## config.mk

```make
export PLATFORM = sky130hd
export DESIGN_NAME = motion_frame_byte_parser
export DESIGN_NICKNAME = d
export VERILOG_FILES = /design/src/hdl/mfbp_pkg.sv /design/src/hdl/mfbp_queue.sv /design/src/hdl/mfbp_front.sv /design/src/hdl/mfbp_back.sv /design/src/hdl/motion_frame_byte_parser.sv
export VERILOG_INCLUDE_DIRS = /design/src /design/src/hdl
export SDC_FILE = /design/constraint.sdc
export NUM_CORES = 1
export LEC_CHECK = 0
export ABC_AREA = 1
export BUFFER_PORTS_ARGS = -buffer_cell sky130_fd_sc_hd__buf_2
export CAP_MARGIN = 20
export CORE_ASPECT_RATIO = 0.5
export CORE_UTILIZATION = 64
export CTS_CLUSTER_DIAMETER = 50
export CTS_CLUSTER_SIZE = 20
export DETAILED_ROUTE_END_ITERATION = 10
export GPL_TIMING_DRIVEN = 0
export PLACE_DENSITY = 0.79
export SLEW_MARGIN = 20
export SYNTH_ARGS = -nofsm -noshare
export SYNTH_HDL_FRONTEND = slang
export SYNTH_SLANG_ARGS = --single-unit
```

## constraint.sdc

```tcl
create_clock -name clk -period 8.2 [get_ports clk]
set_input_delay 0.41 -clock clk [delete_from_list [all_inputs] [get_ports clk]]
set_output_delay 0.41 -clock clk [all_outputs]
set_load 0.01 [all_outputs]
```

## src/hdl/assert_macros.svh

```systemverilog
// ----------------------------------------------------------------------------
// assertion macros
// shared concurrent assertion helpers for the parser rtl
// ----------------------------------------------------------------------------
`ifndef ASSERT_MACROS_SVH
`define ASSERT_MACROS_SVH

`ifndef ASSERT_OFF

// expression must never hold outside reset
`define ASSERT_NEVER(label, clk, rst_n, expr) \
  label: assert property (@(posedge clk) disable iff (!rst_n) !(expr)) \
    else $error("assertion failed: forbidden condition seen");

// antecedent implies consequent in the same cycle
`define ASSERT_IMPLY(label, clk, rst_n, ante, cons) \
  label: assert property (@(posedge clk) disable iff (!rst_n) (ante) |-> (cons)) \
    else $error("assertion failed: implication violated");

`else

`define ASSERT_NEVER(label, clk, rst_n, expr)
`define ASSERT_IMPLY(label, clk, rst_n, ante, cons)

`endif

`endif

```

## src/hdl/mfbp_pkg.sv

```systemverilog
// ----------------------------------------------------------------------------
// mfbp_pkg
// shared types, codes and reset values of the motion frame byte parser
// ----------------------------------------------------------------------------
package mfbp_pkg;

  localparam int MOTOR_COUNT_DEF = 6;
  localparam int MID_DEPTH_DEF   = 4;
  localparam int OUT_DEPTH_DEF   = 4;

  localparam logic [7:0] DIGIT_BASE = 8'h31;

  // configuration register indexes
  localparam logic [2:0] CFG_PREFIX_CODE   = 3'd0;
  localparam logic [2:0] CFG_START_CODE    = 3'd1;
  localparam logic [2:0] CFG_STOP_CODE     = 3'd2;
  localparam logic [2:0] CFG_FRAME_CODE    = 3'd3;
  localparam logic [2:0] CFG_END_CODE      = 3'd4;
  localparam logic [2:0] CFG_VALUE_GAIN    = 3'd5;
  localparam logic [2:0] CFG_HEIGHT_OFFSET = 3'd6;
  localparam logic [2:0] CFG_OUTPUT_ENABLE = 3'd7;

  localparam logic [7:0]  PREFIX_CODE_RST   = 8'd255;
  localparam logic [7:0]  START_CODE_RST    = 8'd83;
  localparam logic [7:0]  STOP_CODE_RST     = 8'd69;
  localparam logic [7:0]  FRAME_CODE_RST    = 8'd70;
  localparam logic [7:0]  END_CODE_RST      = 8'd33;
  localparam logic [23:0] VALUE_GAIN_RST    = 24'd17409;
  localparam logic [14:0] HEIGHT_OFFSET_RST = 15'd8704;

  // run state codes
  localparam logic [1:0] RUN_INITIAL  = 2'd0;
  localparam logic [1:0] RUN_STARTING = 2'd1;
  localparam logic [1:0] RUN_STOPPED  = 2'd2;
  localparam logic [1:0] RUN_RUNNING  = 2'd3;

  typedef struct packed {
    logic [7:0] prefix_code;
    logic [7:0] start_code;
    logic [7:0] stop_code;
    logic [7:0] frame_code;
    logic [7:0] end_code;
    logic       output_enable;
  } mfbp_codes_t;

  typedef struct packed {
    logic [23:0] value_gain;
    logic [14:0] height_offset;
  } mfbp_scale_t;

  // classified byte from the front part
  typedef struct packed {
    logic [1:0]  run_state;
    logic        state_changed;
    logic        frame_accepted;
    logic        value_valid;
    logic [2:0]  motor_index;
    logic [15:0] raw_value;
    logic        index_error;
    logic        frame_done;
  } mfbp_rec_t;

  typedef struct packed {
    logic [1:0]         run_state;
    logic               state_changed;
    logic               frame_accepted;
    logic               value_valid;
    logic [2:0]         motor_index;
    logic [15:0]        raw_value;
    logic signed [15:0] position;
    logic               index_error;
    logic               frame_done;
  } mfbp_res_t;

endpackage

```

## src/hdl/mfbp_queue.sv

```systemverilog
// ----------------------------------------------------------------------------
// mfbp_queue
// small register based first-in first-out queue with occupancy count
// ----------------------------------------------------------------------------
module mfbp_queue
  import mfbp_pkg::*;
#(
  parameter int WIDTH = 8,
  parameter int DEPTH = MID_DEPTH_DEF
) (
  input  logic                       clk,
  input  logic                       rst_n,
  input  logic                       push,
  input  logic [WIDTH-1:0]           push_data,
  output logic                       full,
  input  logic                       pop,
  output logic [WIDTH-1:0]           pop_data,
  output logic                       empty,
  output logic [$clog2(DEPTH+1)-1:0] count
);

  localparam int AW = (DEPTH > 1) ? $clog2(DEPTH) : 1;
  localparam int CW = $clog2(DEPTH + 1);

  logic [WIDTH-1:0] slot_r [DEPTH];
  logic [AW-1:0]    wr_ptr_r, wr_ptr_nxt;
  logic [AW-1:0]    rd_ptr_r, rd_ptr_nxt;
  logic [CW-1:0]    count_r, count_nxt;
  logic             do_push, do_pop;

  assign full     = (count_r == CW'(DEPTH));
  assign empty    = (count_r == '0);
  assign count    = count_r;
  assign pop_data = slot_r[rd_ptr_r];
  assign do_push  = push && !full;
  assign do_pop   = pop && !empty;

  always_comb begin
    wr_ptr_nxt = wr_ptr_r;
    rd_ptr_nxt = rd_ptr_r;
    count_nxt  = count_r;
    if (do_push) begin
      wr_ptr_nxt = (wr_ptr_r == AW'(DEPTH - 1)) ? '0 : wr_ptr_r + 1'b1;
    end
    if (do_pop) begin
      rd_ptr_nxt = (rd_ptr_r == AW'(DEPTH - 1)) ? '0 : rd_ptr_r + 1'b1;
    end
    if (do_push && !do_pop) begin
      count_nxt = count_r + 1'b1;
    end else if (do_pop && !do_push) begin
      count_nxt = count_r - 1'b1;
    end
  end

  always_ff @(posedge clk) begin
    if (!rst_n) begin
      wr_ptr_r <= '0;
      rd_ptr_r <= '0;
      count_r  <= '0;
    end else begin
      wr_ptr_r <= wr_ptr_nxt;
      rd_ptr_r <= rd_ptr_nxt;
      count_r  <= count_nxt;
    end
  end

  always_ff @(posedge clk) begin
    if (do_push) begin
      slot_r[wr_ptr_r] <= push_data;
    end
  end

endmodule

```

## src/hdl/mfbp_front.sv

```systemverilog
// ----------------------------------------------------------------------------
// mfbp_front
// byte classifier: prefix and command parsing, frame phase tracking
// ----------------------------------------------------------------------------
module mfbp_front
  import mfbp_pkg::*;
#(
  parameter int MOTOR_COUNT = MOTOR_COUNT_DEF
) (
  input  logic        clk,
  input  logic        rst_n,
  input  mfbp_codes_t codes,
  input  logic        byte_push,
  input  logic [7:0]  byte_data,
  input  logic        rec_full,
  output logic        rec_push,
  output mfbp_rec_t   rec
);

  localparam int VCW = $clog2(MOTOR_COUNT + 1);

  typedef enum logic [4:0] {
    PH_IDLE  = 5'b00001,
    PH_DIGIT = 5'b00010,
    PH_HIGH  = 5'b00100,
    PH_LOW   = 5'b01000,
    PH_AFTER = 5'b10000
  } phase_t;

  phase_t         phase_r, phase_nxt;
  logic [1:0]     prefix_cnt_r, prefix_cnt_nxt;
  logic [1:0]     run_mode_r, run_mode_nxt;
  logic [VCW-1:0] value_cnt_r, value_cnt_nxt;
  logic [7:0]     index_hold_r, index_hold_nxt;
  logic [7:0]     high_hold_r, high_hold_nxt;
  logic           cmd_go;
  logic [7:0]     idx8;
  logic           take;

  assign take     = byte_push && !rec_full;
  assign rec_push = take;
  assign idx8     = index_hold_r - DIGIT_BASE;

  always_comb begin
    phase_nxt      = phase_r;
    prefix_cnt_nxt = prefix_cnt_r;
    run_mode_nxt   = run_mode_r;
    value_cnt_nxt  = value_cnt_r;
    index_hold_nxt = index_hold_r;
    high_hold_nxt  = high_hold_r;
    cmd_go         = 1'b0;
    rec            = '0;

    case (phase_r)
      PH_DIGIT: begin
        index_hold_nxt = byte_data;
        phase_nxt      = PH_HIGH;
      end
      PH_HIGH: begin
        high_hold_nxt = byte_data;
        phase_nxt     = PH_LOW;
      end
      PH_LOW: begin
        value_cnt_nxt = value_cnt_r + 1'b1;
        phase_nxt     = PH_AFTER;
        if (idx8 >= 8'(MOTOR_COUNT)) begin
          rec.index_error = 1'b1;
        end else begin
          rec.value_valid = 1'b1;
          rec.motor_index = idx8[2:0];
          rec.raw_value   = {high_hold_r, byte_data};
        end
      end
      PH_AFTER: begin
        if (byte_data == codes.end_code) begin
          rec.frame_done = 1'b1;
          phase_nxt      = PH_IDLE;
          cmd_go         = 1'b1;
        end else if (value_cnt_r < VCW'(MOTOR_COUNT)) begin
          index_hold_nxt = byte_data;
          phase_nxt      = PH_HIGH;
        end else begin
          phase_nxt = PH_IDLE;
          cmd_go    = 1'b1;
        end
      end
      default: begin
        phase_nxt = PH_IDLE;
        cmd_go    = 1'b1;
      end
    endcase

    // command parser, also sees the byte that closes a frame
    if (cmd_go) begin
      if (byte_data == codes.prefix_code) begin
        prefix_cnt_nxt = (prefix_cnt_r != 2'd0) ? 2'd2 : 2'd1;
      end else begin
        prefix_cnt_nxt = 2'd0;
        if (prefix_cnt_r == 2'd2) begin
          if (byte_data == codes.start_code) begin
            run_mode_nxt = RUN_STARTING;
          end else if (byte_data == codes.stop_code) begin
            run_mode_nxt = RUN_STOPPED;
          end else if (byte_data == codes.frame_code && codes.output_enable) begin
            run_mode_nxt       = RUN_RUNNING;
            phase_nxt          = PH_DIGIT;
            value_cnt_nxt      = '0;
            rec.frame_accepted = 1'b1;
          end
        end
      end
    end

    rec.run_state     = run_mode_nxt;
    rec.state_changed = (run_mode_nxt != run_mode_r);
  end

  always_ff @(posedge clk) begin
    if (!rst_n) begin
      phase_r      <= PH_IDLE;
      prefix_cnt_r <= '0;
      run_mode_r   <= RUN_INITIAL;
      value_cnt_r  <= '0;
      index_hold_r <= '0;
      high_hold_r  <= '0;
    end else if (take) begin
      phase_r      <= phase_nxt;
      prefix_cnt_r <= prefix_cnt_nxt;
      run_mode_r   <= run_mode_nxt;
      value_cnt_r  <= value_cnt_nxt;
      index_hold_r <= index_hold_nxt;
      high_hold_r  <= high_hold_nxt;
    end
  end

endmodule

```

## src/hdl/mfbp_back.sv

```systemverilog
// ----------------------------------------------------------------------------
// mfbp_back
// value scaling: multiply stage, round, offset and saturate, result queue
// ----------------------------------------------------------------------------
module mfbp_back
  import mfbp_pkg::*;
#(
  parameter int OUT_DEPTH = OUT_DEPTH_DEF
) (
  input  logic        clk,
  input  logic        rst_n,
  input  mfbp_scale_t scale,
  input  logic        rec_empty,
  input  mfbp_rec_t   rec,
  output logic        rec_pop,
  input  logic        res_pop,
  output logic        res_empty,
  output mfbp_res_t   res
);

  localparam int CW = $clog2(OUT_DEPTH + 1);

  logic               s1_valid_r;
  mfbp_rec_t          s1_rec_r;
  logic [39:0]        s1_prod_r;
  logic [40:0]        rounded;
  logic [24:0]        scaled;
  logic signed [25:0] diff;
  logic signed [15:0] sat;
  mfbp_res_t          res_in;
  logic [CW-1:0]      res_count;
  logic [CW:0]        reserved;
  logic               res_full;

  // slot in the result queue is reserved before a transaction enters the stage
  assign reserved = {1'b0, res_count} + (CW+1)'(s1_valid_r);
  assign rec_pop  = !rec_empty && !res_full && (reserved < (CW+1)'(OUT_DEPTH));

  always_ff @(posedge clk) begin
    if (!rst_n) begin
      s1_valid_r <= 1'b0;
    end else begin
      s1_valid_r <= rec_pop;
    end
  end

  always_ff @(posedge clk) begin
    if (rec_pop) begin
      s1_rec_r  <= rec;
      s1_prod_r <= scale.value_gain * rec.raw_value;
    end
  end

  always_comb begin
    rounded = {1'b0, s1_prod_r} + 41'(1 << 15);
    scaled  = rounded[40:16];
    diff    = $signed({1'b0, scaled}) - $signed({11'b0, scale.height_offset});
    if (diff > 26'sd32767) begin
      sat = 16'sh7FFF;
    end else if (diff < -26'sd32768) begin
      sat = 16'sh8000;
    end else begin
      sat = diff[15:0];
    end
    res_in.run_state      = s1_rec_r.run_state;
    res_in.state_changed  = s1_rec_r.state_changed;
    res_in.frame_accepted = s1_rec_r.frame_accepted;
    res_in.value_valid    = s1_rec_r.value_valid;
    res_in.motor_index    = s1_rec_r.motor_index;
    res_in.raw_value      = s1_rec_r.raw_value;
    res_in.position       = s1_rec_r.value_valid ? sat : 16'sd0;
    res_in.index_error    = s1_rec_r.index_error;
    res_in.frame_done     = s1_rec_r.frame_done;
  end

  mfbp_queue #(
    .WIDTH ($bits(mfbp_res_t)),
    .DEPTH (OUT_DEPTH)
  ) u_res_queue (
    .clk       (clk),
    .rst_n     (rst_n),
    .push      (s1_valid_r),
    .push_data (res_in),
    .full      (res_full),
    .pop       (res_pop),
    .pop_data  (res),
    .empty     (res_empty),
    .count     (res_count)
  );

endmodule

```

## src/hdl/motion_frame_byte_parser.sv

```systemverilog
// ----------------------------------------------------------------------------
// motion_frame_byte_parser
// serial byte parser for run commands and motor value frames
// ----------------------------------------------------------------------------
// Takes one received byte per clock and returns exactly one result per byte,
// in order. A new byte is accepted every cycle while in_full is low; a result
// passes the middle queue, multiply stage and result queue, then stays on the
// out_ ports until popped. Throughput is set by the scaling unit, one 24 x 16
// multiply per cycle while the result queue has room. Bytes are classified by
// the front part and queued (MID_DEPTH entries) ahead of the scaling unit,
// whose results wait in an OUT_DEPTH entry queue. Configuration writes are
// always ready and must be issued while idle.
module motion_frame_byte_parser
  import mfbp_pkg::*;
#(
  parameter int MOTOR_COUNT = MOTOR_COUNT_DEF,
  parameter int MID_DEPTH   = MID_DEPTH_DEF,
  parameter int OUT_DEPTH   = OUT_DEPTH_DEF
) (
  input  logic               clk,
  input  logic               rst_n,
  input  logic               in_push,
  input  logic [7:0]         in_rx_byte,
  output logic               in_full,
  output logic               out_empty,
  input  logic               out_pop,
  output logic [1:0]         out_run_state,
  output logic               out_state_changed,
  output logic               out_frame_accepted,
  output logic               out_value_valid,
  output logic [2:0]         out_motor_index,
  output logic [15:0]        out_raw_value,
  output logic signed [15:0] out_position,
  output logic               out_index_error,
  output logic               out_frame_done,
  input  logic               cfg_valid,
  output logic               cfg_ready,
  input  logic [2:0]         cfg_index,
  input  logic [23:0]        cfg_data
);

  `include "assert_macros.svh"

  mfbp_codes_t codes_r;
  mfbp_scale_t scale_r;
  logic        rec_push;
  mfbp_rec_t   rec_in;
  mfbp_rec_t   rec_out;
  logic        rec_full;
  logic        rec_empty;
  logic        rec_pop;
  logic [$clog2(MID_DEPTH+1)-1:0] rec_count;
  mfbp_res_t   res;

  assign cfg_ready = 1'b1;

  always_ff @(posedge clk) begin
    if (!rst_n) begin
      codes_r.prefix_code   <= PREFIX_CODE_RST;
      codes_r.start_code    <= START_CODE_RST;
      codes_r.stop_code     <= STOP_CODE_RST;
      codes_r.frame_code    <= FRAME_CODE_RST;
      codes_r.end_code      <= END_CODE_RST;
      codes_r.output_enable <= 1'b0;
      scale_r.value_gain    <= VALUE_GAIN_RST;
      scale_r.height_offset <= HEIGHT_OFFSET_RST;
    end else if (cfg_valid && cfg_ready) begin
      case (cfg_index)
        CFG_PREFIX_CODE:   codes_r.prefix_code   <= cfg_data[7:0];
        CFG_START_CODE:    codes_r.start_code    <= cfg_data[7:0];
        CFG_STOP_CODE:     codes_r.stop_code     <= cfg_data[7:0];
        CFG_FRAME_CODE:    codes_r.frame_code    <= cfg_data[7:0];
        CFG_END_CODE:      codes_r.end_code      <= cfg_data[7:0];
        CFG_VALUE_GAIN:    scale_r.value_gain    <= cfg_data;
        CFG_HEIGHT_OFFSET: scale_r.height_offset <= cfg_data[14:0];
        CFG_OUTPUT_ENABLE: codes_r.output_enable <= cfg_data[0];
        default: ;
      endcase
    end
  end

  mfbp_front #(
    .MOTOR_COUNT (MOTOR_COUNT)
  ) u_front (
    .clk       (clk),
    .rst_n     (rst_n),
    .codes     (codes_r),
    .byte_push (in_push),
    .byte_data (in_rx_byte),
    .rec_full  (rec_full),
    .rec_push  (rec_push),
    .rec       (rec_in)
  );

  assign in_full = rec_full;

  mfbp_queue #(
    .WIDTH ($bits(mfbp_rec_t)),
    .DEPTH (MID_DEPTH)
  ) u_mid_queue (
    .clk       (clk),
    .rst_n     (rst_n),
    .push      (rec_push),
    .push_data (rec_in),
    .full      (rec_full),
    .pop       (rec_pop),
    .pop_data  (rec_out),
    .empty     (rec_empty),
    .count     (rec_count)
  );

  mfbp_back #(
    .OUT_DEPTH (OUT_DEPTH)
  ) u_back (
    .clk       (clk),
    .rst_n     (rst_n),
    .scale     (scale_r),
    .rec_empty (rec_empty),
    .rec       (rec_out),
    .rec_pop   (rec_pop),
    .res_pop   (out_pop),
    .res_empty (out_empty),
    .res       (res)
  );

  assign out_run_state      = res.run_state;
  assign out_state_changed  = res.state_changed;
  assign out_frame_accepted = res.frame_accepted;
  assign out_value_valid    = res.value_valid;
  assign out_motor_index    = res.motor_index;
  assign out_raw_value      = res.raw_value;
  assign out_position       = res.position;
  assign out_index_error    = res.index_error;
  assign out_frame_done     = res.frame_done;

  `ASSERT_NEVER(a_pop_on_empty, clk, rst_n, rec_pop && rec_empty)
  `ASSERT_NEVER(a_count_full_mismatch, clk, rst_n, rec_full && (rec_count == '0))
  `ASSERT_IMPLY(a_frame_runs, clk, rst_n, rec_push && rec_in.frame_accepted, rec_in.run_state == RUN_RUNNING)
  `ASSERT_NEVER(a_valid_and_error, clk, rst_n, rec_push && rec_in.value_valid && rec_in.index_error)

endmodule
```

Yosys cells after proc, flatten, opt, wreduce, memory -nomap -nowiden. Memory sizes are Yosys's and may differ from the RTL's. A register that Yosys moved wholly into a read port is not among the register bits. Index checks and enable logic that the tools add are counted.

Memories kept: 2. RAM bits: 272. Input bits: 40. Register bits after elaboration: 189.

Mux-type cells: 60. Multiply operators: 1. Add/sub/neg operators: 13. Eq/ne operators: 26. Order comparisons: 5. Reductions and logical operators: 39.

Memories: u_back.u_res_queue.slot_r (words 4, bits a word 42, rd ports 1, clocked after Yosys merged registers in 1, write ports 1, RTL line mfbp_queue.sv:25) `logic [WIDTH-1:0] slot_r [DEPTH];`; u_mid_queue.slot_r (words 4, bits a word 26, rd ports 1, clocked after Yosys merged registers in 1, write ports 1, RTL line mfbp_queue.sv:25).

Operators by type and width (number): $mux W16 (3); $add A40 B16 Y41 const B (1); $eq A8 B8 Y1 (5); $mul A24 B16 Y40 (1); $mux W3 (12); $mux W5 (7); $mux W2 (16); $gt A26 B16 Y1 const B (1); $lt A26 B16 Y1 const B (1); $sub A25 B15 Y26 (1); $mux W21 (1); $mux W20 (1); $pmux W5 S4 (1); $reduce_and A2 Y1 (10); $eq A3 B3 Y1 const B (6); $mux W8 (2); $pmux W8 S2 (1); $mux W1 (15); $logic_and A1 B1 Y1 (12); $eq A2 B2 Y1 const B (5); $add A3 B1 Y3 const B (3); $logic_not A3 Y1 (3); $add A2 B1 Y2 const B (4); $ge A8 B3 Y1 const B (1); 19 further kinds (31).

Longest topological paths before layout.
Depth in word-level cells: 10. Gate-level depth with buffers: 33. Mapped depth without buffers: 30.

Cells and area by module. From an unflattened synthesis, not the netlist that was laid out.

Cells, all modules: 3764. Area total of the unflattened synthesis: 32985.4 µm².

Modules (own cells, without submodules): mfbp_back (cells each 2135, times used 1, seq. area each 1551.5 µm², area each 16445.8 µm²); mfbp_queue at u_back.u_res_queue (cells each 478, times used 1, seq. area each 5225.0 µm², area each 6713.9 µm²); mfbp_queue at u_mid_queue (cells each 323, times used 1, seq. area each 3303.2 µm², area each 4345.4 µm²); motion_frame_byte_parser (cells each 453, times used 1, seq. area each 1601.5 µm², area each 3146.8 µm²); mfbp_front (cells each 375, times used 1, seq. area each 560.5 µm², area each 2333.5 µm²).

Worst setup path after synthesis. No wires, ideal clock.

Path type: reg2reg. Start: register (tool-made name). End: register u_back.s1_prod_r[36], data pin. Data arrival time: 6.201 ns. Stages on the path, launching flop included: 29. Buffers on the path: 4. Period minus slack after synthesis: 6.470 ns. Slack: 1.730 ns. Data required time: 7.931 ns. Library setup time: 0.269 ns. Cells stage by stage: dfxtp_1 > buf_2 > clkbuf_1 > clkbuf_1 > nand2_1 > nand3_1 > nand2_1 > inv_1 > clkbuf_1 > nand2_1 > fa_1 > inv_1 > fa_1 > fa_1 > fa_1 > fa_1 > inv_1 > fa_1 > inv_1 > ha_1 > nand2_1 > nor2_1 > inv_1 > nor3_1 > nand2_1 > o21ai_0 > inv_1 > o31ai_1 > xor2_1.

RTL lines: to (signal assigned) (RTL line mfbp_back.sv:50) `s1_prod_r <= scale.value_gain * rec.raw_value;`; to (decl) (RTL line mfbp_back.sv:25) `logic [39:0] s1_prod_r;`.

==> results.py <==
metrics = {
    "run_status": {
        "status": "complete, but fails checks",
        "violations": "DRC",
    },
    "yosys": {
        "yosysWarnings": 0,
        "synth_edf_count": 323,
        "async_reset_ff_share_pct": 0,
        "synth_nets": 3912,
        "synthCells": 3424,
        "syn_area_um2": 31400,
        "synth_flop_cell": "edfxtp_1",
        "ys_seq_area_share_pct": 39.0,
        "avgSynthCellArea_um2": 9.17,
        "synth_cell_types": 55,
        "synth_seq_cells": 450,
    },
    "cells_and_area": {
        "area_growth_pct": 8.89,
        "drive_above_1_share_pct": 7.11,
        "nets": 4033,
        "multi_input_area_um2": 16600,
        "post_layout_nonfiller_instances": 4211,
        "seqCellArea_um2": 12200,
        "utilization_pct": 71.7,
        "mostFrequentLayoutCells": "nand2_1 (593), inv_1 (556), nor2_1 (450), edfxtp_1 (323), fa_1 (308)",
        "mostFrequentLayoutCell": "nand2_1",
        "n_fill_cell": 3616,
    },
    "floorplan": {
        "core_um2": 47600,
        "die_x_um": 315,
        "core.rowCount": 56,
        "ios": 85,
        "die_h_um": 159,
        "initial_core_util_pct": 65.9,
        "die_area_um2": 50000,
    },
    "routing": {
        "drt-initial-drc-count": 2704,
        "vias": 24500,
        "drt_wl_total_um": 88500,
        "drt-pass1-iter-count": 9,
        "remaining_drc_errors": 8,
        "wl_per_cell_um": 21.0,
        "vias_per_cell": 5.81,
        "ant_nets": 0,
    },
    "sta": {
        "min_period_ns": 8.04,
        "setup-tns-final_ns": 0,
        "skew_ns": 0.0230,
        "worst_slew_pin_slew_ns": 1.20,
        "grt_setup_unrepaired": "no",
        "slew_viol_final": 0,
        "setup_viol": 0,
        "fmax_mhz": 124,
        "hold_viol": 0,
        "slew_headroom_pct": 20.2,
        "period_share_pct": 98.0,
    },
    "global_routing": {
        "grt.total_usage_pct": 36.5,
        "antenna_found_initial": 10,
        "gr-total-overflow": 0,
        "grt_max_degree": 29,
        "grt_pass1_wl_um": 135000,
        "grtUsageMet3_pct": 13.1,
        "grt_pass1_vias": 24100,
        "use_met2_pct": 56.6,
        "grt_busiest_layer": "met2",
        "met1_usage_pct": 47.6,
    },
    "place": {
        "globalplace.congestion": 1.02,
        "post-dp-hpwl_um": 68600,
        "io_buffer_count": 75,
        "place_inst": 4149,
    },
    "worst_setup_path": {
        "arrival_ns": 8.33,
        "worstSetupPathType": "flop to flop",
        "endpoint_kind": "flop",
        "required_ns": 8.49,
        "cp_max_fo": 13,
        "crit_path_start_kind": "flop",
    },
    "clocking": {
        "clk_path_buf_depth": 3,
        "cts_buffers": 34,
        "holdBufCountCts": 0,
        "clk_pin_slew_worst_paths_ns": 0.08,
        "cts_tree": "done",
        "htree_levels": 2,
        "clock_sinks": 450,
        "clock_latency_ns": 0.57,
        "clockRootBuffer": "clkbuf_16",
    },
    "min_path": {
        "min_path_type": "input port to flop",
    },
    "flow_run": {
        "drv_cap": 0,
    },
}
sequential cells by signal (all words and copies together), names as in the netlist, 5 cells and up, named ones only:
register	cells
u_back.u_res_queue.slot_r	168
u_mid_queue.slot_r	104
codes_r	41
scale_r	39
u_back.res_in	26
u_back.s1_prod_r	25
u_front.high_hold_r	8
u_front.index_hold_r	8
u_front.phase_r	5
layout make-up:
| type | instances | share of cell area, % |
|---|---|---|
| plain buffers | 120 | 1.49 |
| diodes | 2 | 0.0146 |
| multi-input cells | 2272 | 48.5 |
| inverters | 576 | 6.36 |
| clock inverters | 14 | 0.567 |
| flip-flops and latches | 450 | 35.8 |
| well taps | 638 | 2.34 |
| clock buffers | 48 | 2.90 |
| repair buffers | 91 | 2.04 |
synthesized netlist by cell type (all sizes together), types with 2 or more instances:
library cell / count / area (um^2)
a22oi: 2 / 15.0
or2: 7 / 43.8
a221oi: 2 / 17.5
o21bai: 4 / 30.0
a21oi: 135 / 679
and3: 2 / 12.5
o211a: 2 / 20.0
nand2: 615 / 2370
o21ai: 245 / 1270
xnor2: 44 / 385
fa: 308 / 6170
xor2: 38 / 333
a211oi: 4 / 30.0
inv: 563 / 2110
o2111ai: 2 / 17.5
buf: 16 / 95.1
o21a: 8 / 60.1
nand3: 112 / 593
edfxtp: 323 / 9700
a31oi: 6 / 37.5
ha: 140 / 1750
clkinv: 13 / 48.8
nor4: 10 / 62.6
nor2: 477 / 1890
dfxtp: 127 / 2540
o211ai: 6 / 45.0
o31ai: 4 / 35.0
nand4: 16 / 106
o22ai: 54 / 338
clkbuf: 110 / 414
nor3: 20 / 100
a21o: 3 / 22.5
layer usage:
layer / vias up / part of all wire, % / wire (um)
met4: 12 / 3.9 / 3420
met5: - / 0.16 / 142
met3: 244 / 13 / 11600
met2: 1326 / 43 / 38400
met1: 11700 / 39 / 34900
li1: 11100 / - / -
cell families (layout without fill, tap and decap cells):
group                      Yosys count  count (layout)  share of synthesized area (%)
and+or+nand+nor                   1260            1260                           16.5
buffers and inverters              702             849                           8.51
AOI/OAI and AO/OA                  481             481                           8.47
DFF                                450             450                           39.0
adders and majority gates          448             448                           25.2
xor gates and xnor gates            82              82                           2.29
other                                1               3                         0.0119
worst max-delay path, stage by stage (launching register included):
cell,delay (ns)
dfxtp_1,0.44
buf_2,0.28
inv_2,0.14
clkbuf_1,0.30
nand3_1,0.19
nand2_1,0.26
inv_1,0.73
nand2_1,0.18
fa_1,0.54
inv_1,0.06
fa_1,0.55
fa_1,0.43
fa_1,0.47
fa_1,0.49
inv_1,0.05
fa_1,0.60
inv_1,0.07
ha_1,0.37
nand2_1,0.13
nor2_1,0.15
inv_1,0.10
nor3_1,0.21
nand2_1,0.08
o21ai_1,0.42
inv_1,0.12
o31ai_1,0.31
xor2_1,0.11
stage by stage:
stage	worst slack (ns)	hold WS, ns	cell area [um^2]
floorplan	1.73	0.435	31400
finish	0.163	0.130	34200
CTS	0.0325	0.113	34100
global route	0.00334	0.152	34200
global placement	-0.340	0.450	32600
detailed placement	-0.440	0.462	32900
what timing repair did:
item / 4_1_cts / 5_1_grt
cloned: 0 / 0
hold endpoints to repair: 0 / 0
setup endpoints to repair: 9 / 18
buffers inserted: 0 / 4
gates resized for setup: 8 / 24
worst paths after layout:
kind / slack [ns] / from / cells past startpoint / to
setup / recovery: 0.16 / flop / 26 / u_back.s1_prod_r[36]$_DFFE_PP_
hold / removal: 0.13 / cfg_data[21] / 3 / scale_r[36]$_SDFFE_PN0P_
setup reg to reg: 0.16 / flop / 26 / u_back.s1_prod_r[36]$_DFFE_PP_
hold reg to reg: 0.48 / codes_r[16]$_SDFFE_PN0P_ / 2 / codes_r[16]$_SDFFE_PN0P_
Power is left out: the tool's default activity adds up to more than one toggle a clock period on the data nets, which glitch-free logic cannot reach.
